### config.mk
export PLATFORM = sky130hd
export DESIGN_NAME = cascaded_biquad_iir_filter
export DESIGN_NICKNAME = d
export VERILOG_FILES = /design/src/rtl/core/cbq_pkg.sv /design/src/rtl/core/cbq_ctrl.sv /design/src/rtl/core/cbq_datapath.sv /design/src/rtl/core/cascaded_biquad_iir_filter.sv
export SDC_FILE = /design/constraint.sdc
export NUM_CORES = 2
export LEC_CHECK = 0
export ABC_AREA = 1
export BUFFER_PORTS_ARGS = -buffer_cell sky130_fd_sc_hd__buf_2
export CAP_MARGIN = 20
export CELL_PAD_IN_SITES_DETAIL_PLACEMENT = 0
export CELL_PAD_IN_SITES_GLOBAL_PLACEMENT = 1
export CORE_ASPECT_RATIO = 0.8
export CORE_MARGIN = 10
export CORE_UTILIZATION = 30
export CTS_CLUSTER_SIZE = 14
export DETAILED_ROUTE_END_ITERATION = 16
export PLACE_DENSITY_LB_ADDON = 0.25
export SETUP_SLACK_MARGIN = 0.1
export SLEW_MARGIN = 20
export SYNTH_ARGS = -nofsm -noshare
export SYNTH_HDL_FRONTEND = slang
export SYNTH_SLANG_ARGS = --single-unit
### constraint.sdc
create_clock -name clk -period 7.6 [get_ports clk]
set_input_delay 0.76 -clock clk [delete_from_list [all_inputs] [get_ports clk]]
set_output_delay 0.76 -clock clk [all_outputs]
set_load 0.02 [all_outputs]
### src/rtl/core/cbq_pkg.sv
// Shared types and constants for the cascaded biquad filter.
// Used by the controller, the datapath and the top level. No dependencies.
package cbq_pkg;

  // Field widths and fixed-point format.
  localparam int SAMPLE_W       = 16;
  localparam int COEF_W         = 20;
  localparam int COEF_FRAC_BITS = 16;
  localparam int PROD_W         = COEF_W + SAMPLE_W;
  // Five products are summed, so three guard bits cover the growth.
  localparam int ACC_W          = PROD_W + 3;
  localparam int Q_W            = ACC_W - COEF_FRAC_BITS;
  localparam int CFG_IDX_W      = 3;

  typedef logic signed [SAMPLE_W-1:0] sample_t;
  typedef logic signed [COEF_W-1:0]   coef_val_t;

  // Register indexes of the configuration port.
  typedef enum logic [CFG_IDX_W-1:0] {
    CFG_B0           = 3'd0,
    CFG_B1           = 3'd1,
    CFG_B2           = 3'd2,
    CFG_A1           = 3'd3,
    CFG_A2           = 3'd4,
    CFG_TWO_SECTIONS = 3'd5
  } cfg_idx_t;

  // Coefficient set shared by both sections.
  typedef struct packed {
    coef_val_t b0;
    coef_val_t b1;
    coef_val_t b2;
    coef_val_t a1;
    coef_val_t a2;
  } coef_t;

  // Product slot issued to the shared multiplier.
  typedef enum logic [2:0] {
    TAP_B0 = 3'd0,
    TAP_B1 = 3'd1,
    TAP_B2 = 3'd2,
    TAP_A1 = 3'd3,
    TAP_A2 = 3'd4
  } tap_t;

  typedef enum logic [2:0] {
    ST_IDLE,
    ST_WARM,
    ST_MAC,
    ST_DRAIN,
    ST_COMMIT,
    ST_DONE
  } state_t;

  // Commands from the controller.
  typedef struct packed {
    logic load;        // capture the accepted input sample
    logic warm;        // warm-up step: load input history, clear the rest
    logic warm_first;  // first warm-up sample goes to x[n-2]
    logic mul;         // issue one product to the multiplier
    tap_t tap;
    logic acc_clr;     // start a new sum
    logic acc_add;     // add the registered product to the sum, or subtract it for a1 and a2
    logic commit;      // round, saturate and shift the section history
    logic sec;         // section being computed
    logic out_load;    // move the result into the output register
  } cmd_t;

  // Status seen by the controller.
  typedef struct packed {
    logic in_valid;
    logic out_free;
    logic two_sections;
  } status_t;

endpackage

### src/rtl/core/cbq_ctrl.sv
// Sequencer for the biquad filter: warm-up count, product slots and sections.
// Depends on cbq_pkg; drives the datapath through cmd_t.
module cbq_ctrl (
  input  logic              clk,
  input  logic              rst_n,
  input  cbq_pkg::status_t  status,
  output cbq_pkg::cmd_t     cmd,
  output logic              in_stall
);
  import cbq_pkg::*;

  state_t     state_r, state_nxt;
  tap_t       tap_r, tap_nxt;
  logic       sec_r, sec_nxt;
  logic [1:0] warm_cnt_r, warm_cnt_nxt;

  // State registers.
  always_ff @(posedge clk) begin
    if (!rst_n) begin
      state_r    <= ST_IDLE;
      tap_r      <= TAP_B0;
      sec_r      <= 1'b0;
      warm_cnt_r <= 2'd0;
    end else begin
      state_r    <= state_nxt;
      tap_r      <= tap_nxt;
      sec_r      <= sec_nxt;
      warm_cnt_r <= warm_cnt_nxt;
    end
  end

  // Next-state logic.
  always_comb begin
    state_nxt    = state_r;
    tap_nxt      = tap_r;
    sec_nxt      = sec_r;
    warm_cnt_nxt = warm_cnt_r;
    case (state_r)
      ST_IDLE: begin
        if (status.in_valid) begin
          tap_nxt = TAP_B0;
          sec_nxt = 1'b0;
          if (warm_cnt_r != 2'd2) begin
            state_nxt = ST_WARM;
          end else begin
            state_nxt = ST_MAC;
          end
        end
      end
      ST_WARM: begin
        warm_cnt_nxt = warm_cnt_r + 2'd1;
        state_nxt    = ST_DONE;
      end
      ST_MAC: begin
        if (tap_r == TAP_A2) begin
          state_nxt = ST_DRAIN;
        end else begin
          tap_nxt = tap_t'(tap_r + 3'd1);
        end
      end
      ST_DRAIN: begin
        state_nxt = ST_COMMIT;
      end
      ST_COMMIT: begin
        if (!sec_r && status.two_sections) begin
          sec_nxt   = 1'b1;
          tap_nxt   = TAP_B0;
          state_nxt = ST_MAC;
        end else begin
          state_nxt = ST_DONE;
        end
      end
      ST_DONE: begin
        if (status.out_free) begin
          state_nxt = ST_IDLE;
        end
      end
      default: begin
        state_nxt = ST_IDLE;
      end
    endcase
  end

  // Command outputs.
  always_comb begin
    cmd            = '0;
    cmd.tap        = tap_r;
    cmd.sec        = sec_r;
    cmd.warm_first = (warm_cnt_r == 2'd0);
    in_stall       = (state_r != ST_IDLE);
    case (state_r)
      ST_IDLE: begin
        cmd.load = status.in_valid;
      end
      ST_WARM: begin
        cmd.warm = 1'b1;
      end
      ST_MAC: begin
        cmd.mul     = 1'b1;
        cmd.acc_clr = (tap_r == TAP_B0);
        cmd.acc_add = (tap_r != TAP_B0);
      end
      ST_DRAIN: begin
        cmd.acc_add = 1'b1;
      end
      ST_COMMIT: begin
        cmd.commit = 1'b1;
      end
      ST_DONE: begin
        cmd.out_load = status.out_free;
      end
      default: begin
        cmd = '0;
      end
    endcase
  end

endmodule

### src/rtl/core/cbq_datapath.sv
// Biquad datapath: section histories, one shared multiplier, accumulator,
// rounding toward zero and 16-bit saturation. Depends on cbq_pkg.
module cbq_datapath (
  input  logic              clk,
  input  logic              rst_n,
  input  cbq_pkg::cmd_t     cmd,
  input  cbq_pkg::coef_t    coef,
  input  cbq_pkg::sample_t  sample_in,
  output cbq_pkg::sample_t  result
);
  import cbq_pkg::*;

  localparam logic signed [Q_W-1:0] SAT_MAX = Q_W'((2 ** (SAMPLE_W - 1)) - 1);
  localparam logic signed [Q_W-1:0] SAT_MIN = Q_W'(-(2 ** (SAMPLE_W - 1)));
  localparam logic signed [ACC_W-1:0] TRUNC_BIAS = ACC_W'((2 ** COEF_FRAC_BITS) - 1);

  // Section histories: index 0 is one sample back, index 1 two back.
  sample_t xh1_r [2];
  sample_t yh1_r [2];
  sample_t xh2_r [2];
  sample_t yh2_r [2];

  // Section input; holds the section result after commit.
  sample_t cur_x_r;

  logic signed [PROD_W-1:0] prod_r;
  logic                     neg_r;
  logic signed [ACC_W-1:0]  acc_r;

  coef_val_t                coef_sel;
  sample_t                  op_sel;
  logic signed [PROD_W-1:0] mul_w;
  logic signed [ACC_W-1:0]  prod_ext;
  logic signed [ACC_W-1:0]  acc_biased;
  logic signed [Q_W-1:0]    quot;
  sample_t                  sat_q;

  // Operand selection for the current product slot.
  always_comb begin
    coef_sel = '0;
    op_sel   = '0;
    case (cmd.tap)
      TAP_B0: begin
        coef_sel = coef.b0;
        op_sel   = cur_x_r;
      end
      TAP_B1: begin
        coef_sel = coef.b1;
        op_sel   = cmd.sec ? xh2_r[0] : xh1_r[0];
      end
      TAP_B2: begin
        coef_sel = coef.b2;
        op_sel   = cmd.sec ? xh2_r[1] : xh1_r[1];
      end
      TAP_A1: begin
        coef_sel = coef.a1;
        op_sel   = cmd.sec ? yh2_r[0] : yh1_r[0];
      end
      TAP_A2: begin
        coef_sel = coef.a2;
        op_sel   = cmd.sec ? yh2_r[1] : yh1_r[1];
      end
      default: begin
        coef_sel = '0;
        op_sel   = '0;
      end
    endcase
  end

  assign mul_w    = coef_sel * op_sel;
  assign prod_ext = {{(ACC_W - PROD_W){prod_r[PROD_W-1]}}, prod_r};

  // Truncate toward zero: bias negative sums before the arithmetic shift.
  assign acc_biased = acc_r + (acc_r[ACC_W-1] ? TRUNC_BIAS : '0);
  assign quot       = acc_biased[ACC_W-1:COEF_FRAC_BITS];

  // Saturate to the sample range.
  always_comb begin
    if (quot > SAT_MAX) begin
      sat_q = SAT_MAX[SAMPLE_W-1:0];
    end else if (quot < SAT_MIN) begin
      sat_q = SAT_MIN[SAMPLE_W-1:0];
    end else begin
      sat_q = quot[SAMPLE_W-1:0];
    end
  end

  // Multiplier output register and accumulator.
  always_ff @(posedge clk) begin
    if (cmd.mul) begin
      prod_r <= mul_w;
      neg_r  <= (cmd.tap == TAP_A1) || (cmd.tap == TAP_A2);
    end
    if (cmd.acc_clr) begin
      acc_r <= '0;
    end else if (cmd.acc_add) begin
      acc_r <= neg_r ? (acc_r - prod_ext) : (acc_r + prod_ext);
    end
  end

  // Section input and histories.
  always_ff @(posedge clk) begin
    if (!rst_n) begin
      cur_x_r  <= '0;
      xh1_r[0] <= '0;
      xh1_r[1] <= '0;
      yh1_r[0] <= '0;
      yh1_r[1] <= '0;
      xh2_r[0] <= '0;
      xh2_r[1] <= '0;
      yh2_r[0] <= '0;
      yh2_r[1] <= '0;
    end else if (cmd.load) begin
      cur_x_r <= sample_in;
    end else if (cmd.warm) begin
      if (cmd.warm_first) begin
        xh1_r[1] <= cur_x_r;
      end else begin
        xh1_r[0] <= cur_x_r;
      end
      yh1_r[0] <= '0;
      yh1_r[1] <= '0;
      xh2_r[0] <= '0;
      xh2_r[1] <= '0;
      yh2_r[0] <= '0;
      yh2_r[1] <= '0;
      cur_x_r  <= '0;
    end else if (cmd.commit) begin
      if (cmd.sec) begin
        xh2_r[1] <= xh2_r[0];
        xh2_r[0] <= cur_x_r;
        yh2_r[1] <= yh2_r[0];
        yh2_r[0] <= sat_q;
      end else begin
        xh1_r[1] <= xh1_r[0];
        xh1_r[0] <= cur_x_r;
        yh1_r[1] <= yh1_r[0];
        yh1_r[0] <= sat_q;
      end
      cur_x_r <= sat_q;
    end
  end

  assign result = cur_x_r;

endmodule

### src/rtl/core/cascaded_biquad_iir_filter.sv
// Cascaded direct-form-1 biquad filter, one or two sections, shared multiplier.
// Per section: product slots, drain, commit; the result then moves into the output register.
// A new sample is taken only after the last result has moved into the output register;
// the single multiplier computes the five products of each section in turn.
// Synchronous active-low reset clears coefficients, histories and warm-up count.
// Depends on cbq_pkg, cbq_ctrl and cbq_datapath.
module cascaded_biquad_iir_filter (
  input  logic                                clk,
  input  logic                                rst_n,
  input  logic                                in_valid,
  output logic                                in_stall,
  input  cbq_pkg::sample_t                    in_sample_in,
  output logic                                out_valid,
  input  logic                                out_stall,
  output cbq_pkg::sample_t                    out_sample_out,
  input  logic                                cfg_valid,
  output logic                                cfg_ready,
  input  logic [cbq_pkg::CFG_IDX_W-1:0]       cfg_index,
  input  logic [cbq_pkg::COEF_W-1:0]          cfg_data
);
  import cbq_pkg::*;

  coef_t   coef_r;
  logic    two_sections_r;
  logic    out_valid_r;
  sample_t out_sample_r;
  cmd_t    cmd;
  status_t status;
  sample_t dp_result;

  assign cfg_ready = 1'b1;

  // Configuration register writes.
  always_ff @(posedge clk) begin
    if (!rst_n) begin
      coef_r         <= '0;
      two_sections_r <= 1'b0;
    end else if (cfg_valid) begin
      case (cfg_index)
        CFG_B0:           coef_r.b0 <= cfg_data;
        CFG_B1:           coef_r.b1 <= cfg_data;
        CFG_B2:           coef_r.b2 <= cfg_data;
        CFG_A1:           coef_r.a1 <= cfg_data;
        CFG_A2:           coef_r.a2 <= cfg_data;
        CFG_TWO_SECTIONS: two_sections_r <= cfg_data[0];
        default: begin
        end
      endcase
    end
  end

  // Status for the controller.
  always_comb begin
    status.in_valid     = in_valid;
    status.out_free     = !out_valid_r || !out_stall;
    status.two_sections = two_sections_r;
  end

  cbq_ctrl u_ctrl (
    .clk      (clk),
    .rst_n    (rst_n),
    .status   (status),
    .cmd      (cmd),
    .in_stall (in_stall)
  );

  cbq_datapath u_datapath (
    .clk       (clk),
    .rst_n     (rst_n),
    .cmd       (cmd),
    .coef      (coef_r),
    .sample_in (in_sample_in),
    .result    (dp_result)
  );

  // Output register; a finished result waits here for its transfer.
  always_ff @(posedge clk) begin
    if (!rst_n) begin
      out_valid_r <= 1'b0;
    end else if (cmd.out_load) begin
      out_valid_r <= 1'b1;
    end else if (!out_stall) begin
      out_valid_r <= 1'b0;
    end
  end

  always_ff @(posedge clk) begin
    if (cmd.out_load) begin
      out_sample_r <= dp_result;
    end
  end

  assign out_valid      = out_valid_r;
  assign out_sample_out = out_sample_r;

endmodule

==> out/qor.csv <==
stage,metric,value,unit
floorplanning,io_pins,63,
global_routing,gr-total-overflow,0,
yosys,syn_nets,4624,
setup_path,worstPathMaxFanout,9,
placed_design,place_ws,42.7,ps
final_layout,area_growth,17.8,%
detailed_routing,first_pass_iters,6,
detailed_routing,drtIter0Drc,1899,
yosys,syn_avg_cell_area,7.74,um^2
cts,insertion_delay,590,ps
timing,whs,451,ps
hold_path,whs_path_depth,2,
timing,rsz0062_at_grt,true,
setup_path,critPathSlowestCell,fa_1,
final_layout,postLayoutCellArea,37500,um^2
timing,relSlewSlack,33.6,%
timing,skew,34.4,ps
yosys,synth_top_area_share,20.1,%
yosys,synth_top_area_cell,fa_1,
setup_path,end_kind,register,
detailed_routing,route.met3.wl,5.90,mm
setup_path,reg2reg_to,u_datapath.prod_r[32],
final_layout,num-nets-final,4818,
detailed_routing,vias,26500,
timing,fin_crit,7260,ps
placed_design,port_buffers,61,
final_layout,multi_input_comb_area,19500,um^2
final_layout,fin_cells,5740,
yosys,synth-edff-count,181,
detailed_routing,ant_nets,0,
pwr,seq_power_share,20.4,%
final_layout,fillers,11000,
pwr,p_int,7.37,mW
hold_path,whs_endpoint,coef_r[20],
setup_path,startpoint_type,register,
floorplanning,row_count,106,
cts,cts_tree,built,
pwr,clkPwrFrac,14.1,%
global_routing,grt_pass1_wl,159,mm
yosys,synthTopCellsByArea,"fa_1, edfxtp_1, inv_1",
global_routing,track_usage,16.8,%
timing,slew_violations,0,
detailed_routing,routed.top_layer,met5,
timing,fin_crit_sh,95.5,%
detailed_routing,avgViaCountPerCell,4.62,
floorplanning,die_w,384,um
placed_design,place_hpwl,81.5,mm
global_routing,grt_start_max_net_pins,101,
cts,cts_sinks,347,
cts,cts_buffers,39,
yosys,syn_inst,4113,
detailed_routing,wl_met1,54.2,mm
timing,final.setup.worst_slack,339,ps
timing,fmaxAchievable,138,MHz
yosys,yosysSeqAreaShare,27.5,%
floorplanning,die_h,311,um
yosys,async_reset_ff_share,0,%
pwr,swShare,47.9,%
run,cap_violations,0,
cts,cts_root_buf,clkbuf_16,
yosys,synthDistinctLibCells,56,
placed_design,placedCellCount,5636,
global_routing,antenna_found_initial,1,
detailed_routing,routedWlPerCell,18.2,um
detailed_routing,finalWirelength,104,mm
pwr,leakagePower,18.7,nW
yosys,yosys.cell_count.top_type,inv_1,
pwr,pwr_density_cell,377,nW/um^2
timing,worst_pin_slew,995,ps
yosys,yosys-top-cells-count,"inv_1, nand2_1, nor2_1",
pwr,comb_power_share,65.5,%
final_layout,n_antenna_cell,0,
run_status,status,completed,
final_layout,drive_gt1_share,12.2,%
floorplanning,start_util,30.4,%
setup_path,rrSetupSlack,340,ps
hold_path,hold_path.class,register to register,
placed_design,dpl_cell_area,35100,um^2
timing,hold_viol_final,0,
yosys,synth-main-ff-cell,edfxtp_1,
pwr,power,14.2,mW
cts,clk_pin_slew,70,ps
detailed_routing,wl_met2,42.8,mm
setup_path,critPathMaxStageDelay,580,ps
setup_path,cp.required,7940,ps
yosys,netlist_area,31800,um^2
setup_path,crit_type,register to register,
setup_path,reg2reg_depth,37,
setup_path,r2r-start,u_ctrl.state_r[1],
final_layout,register_area,8760,um^2
hold_path,holdCritStartpoint,coef_r[20],
setup_path,worst_ep_arrival_time,7600,ps
timing,setup_viol,0,
floorplanning,die_area,120000,um^2
floorplanning,coreArea,105000,um^2
cts,cts_max_path_buffers,3,
yosys,yosys_warnings,0,
pwr,irDropWorstVdd,0.178,mV
detailed_routing,drcViolationCount,0,
pwr,power.switching,6.79,mW
placed_design,place_congestion,0.878,
yosys,ys_seq_elements,347,
global_routing,grt_pass1_vias,26200,
cts,cts_max_level,2,
## placed cells by master (no fill, tap or decap), types with 68 or more instances in the layout
master / count
edfxtp_1: 181
inv_1: 915
dfxtp_1: 164
nand3_1: 68
nand2_1: 802
o21ai_0: 236
fa_1: 315
a21oi_1: 210
buf_4: 187
ha_1: 132
nor2_1: 502
## how the worst max path moves through the flow
stage | cells after the start | to | from | slack (ps)
after floorplan | 33 | u_datapath.prod_r[31] | u_ctrl.state_r[1] | 380
after global placement | 35 | u_datapath.prod_r[32] | u_ctrl.state_r[2] | 80
after detailed placement | 35 | u_datapath.prod_r[32] | u_ctrl.state_r[2] | 40
after CTS | 35 | u_datapath.prod_r[32] | u_ctrl.state_r[1] | 120
after global routing | 37 | u_datapath.prod_r[34] | u_ctrl.state_r[1] | -30
final | 37 | u_datapath.prod_r[32] | u_ctrl.state_r[1] | 340
## power groups by stage
stage / Combinational, mW / Clock [mW] / Sequential [mW]
finish: 9.27 / 2.00 / 2.89
global route: 10.4 / 2.12 / 2.94
CTS: 8.59 / 2.04 / 2.90
detailed placement: 8.54 / 0 / 2.93
global placement: 8.54 / 0 / 2.93
floorplan: 5.19 / 0 / 2.79
## routing by layer
layer  global-route usage (%)  up-vias
met2                     24.2      570
met3                     2.89       82
met4                     2.48        2
li1                         -    13100
met1                     26.3    12800
met5                        0        -
## state kept, by name, indices dropped and copies added (netlist names), 16 cells and up
register / cells
u_datapath.prod_r: 36
u_datapath.xh1_r: 32
u_datapath.yh1_r: 32
coef_r: 100
out_sample_out: 16
u_datapath.acc_r: 39
u_datapath.result: 16
u_datapath.yh2_r: 32
u_datapath.xh2_r: 32
## critical path, delay by kind of cell (launching register included)
kind / cells / cell delay, ps
AOI/OAI and AO/OA: 4 / 930
xor gates and xnor gates: 1 / 60
adders and majority gates: 7 / 3380
buffers and inverters: 15 / 1490
DFF: 1 / 370
and+or+nand+nor: 10 / 780
## timing repair
| action | 4_1_cts | 5_1_grt |
|---|---|---|
| cloned | 0 | 5 |
| endpoints found under the setup margin | 5 | 22 |
| gates resized for setup | 5 | 123 |
| hold buffers | 0 | 0 |
| pin swaps | 2 | 31 |
| buffers inserted | 3 | 26 |
## cell families (layout without fill, tap and decap cells)
family	Yosys count	in the layout	synth area share, %
flip-flops	347	347	27.5
buffers and inverters	1088	1311	13.6
other	1	1	0.0118
AND/OR/NAND/NOR	1473	1473	18.4
XOR/XNOR	98	98	2.70
adder cells (fa/ha/maj)	467	467	25.9
AO/OA/AOI/OAI	639	639	11.9
## area by class of cell
| type | count | area share, % |
|---|---|---|
| sequential | 347 | 23.4 |
| timing repair buffer | 296 | 6.96 |
| clock inverter | 24 | 0.780 |
| clock buffer | 46 | 2.73 |
| tap | 1404 | 4.68 |
| inverter | 945 | 9.50 |
| multi-input combinational | 2678 | 52.0 |
## per-stage QoR
step / util (%) / setup TNS (ps)
3_3_place_gp: 33.5 / 0
6_report: 35.8 / 0
4_1_cts: 34.8 / 0
2_1_floorplan: - / 0
5_1_grt: 35.8 / -51.7
3_5_place_dp: 33.5 / 0
Note: power is estimated with default switching activity, not from simulation.
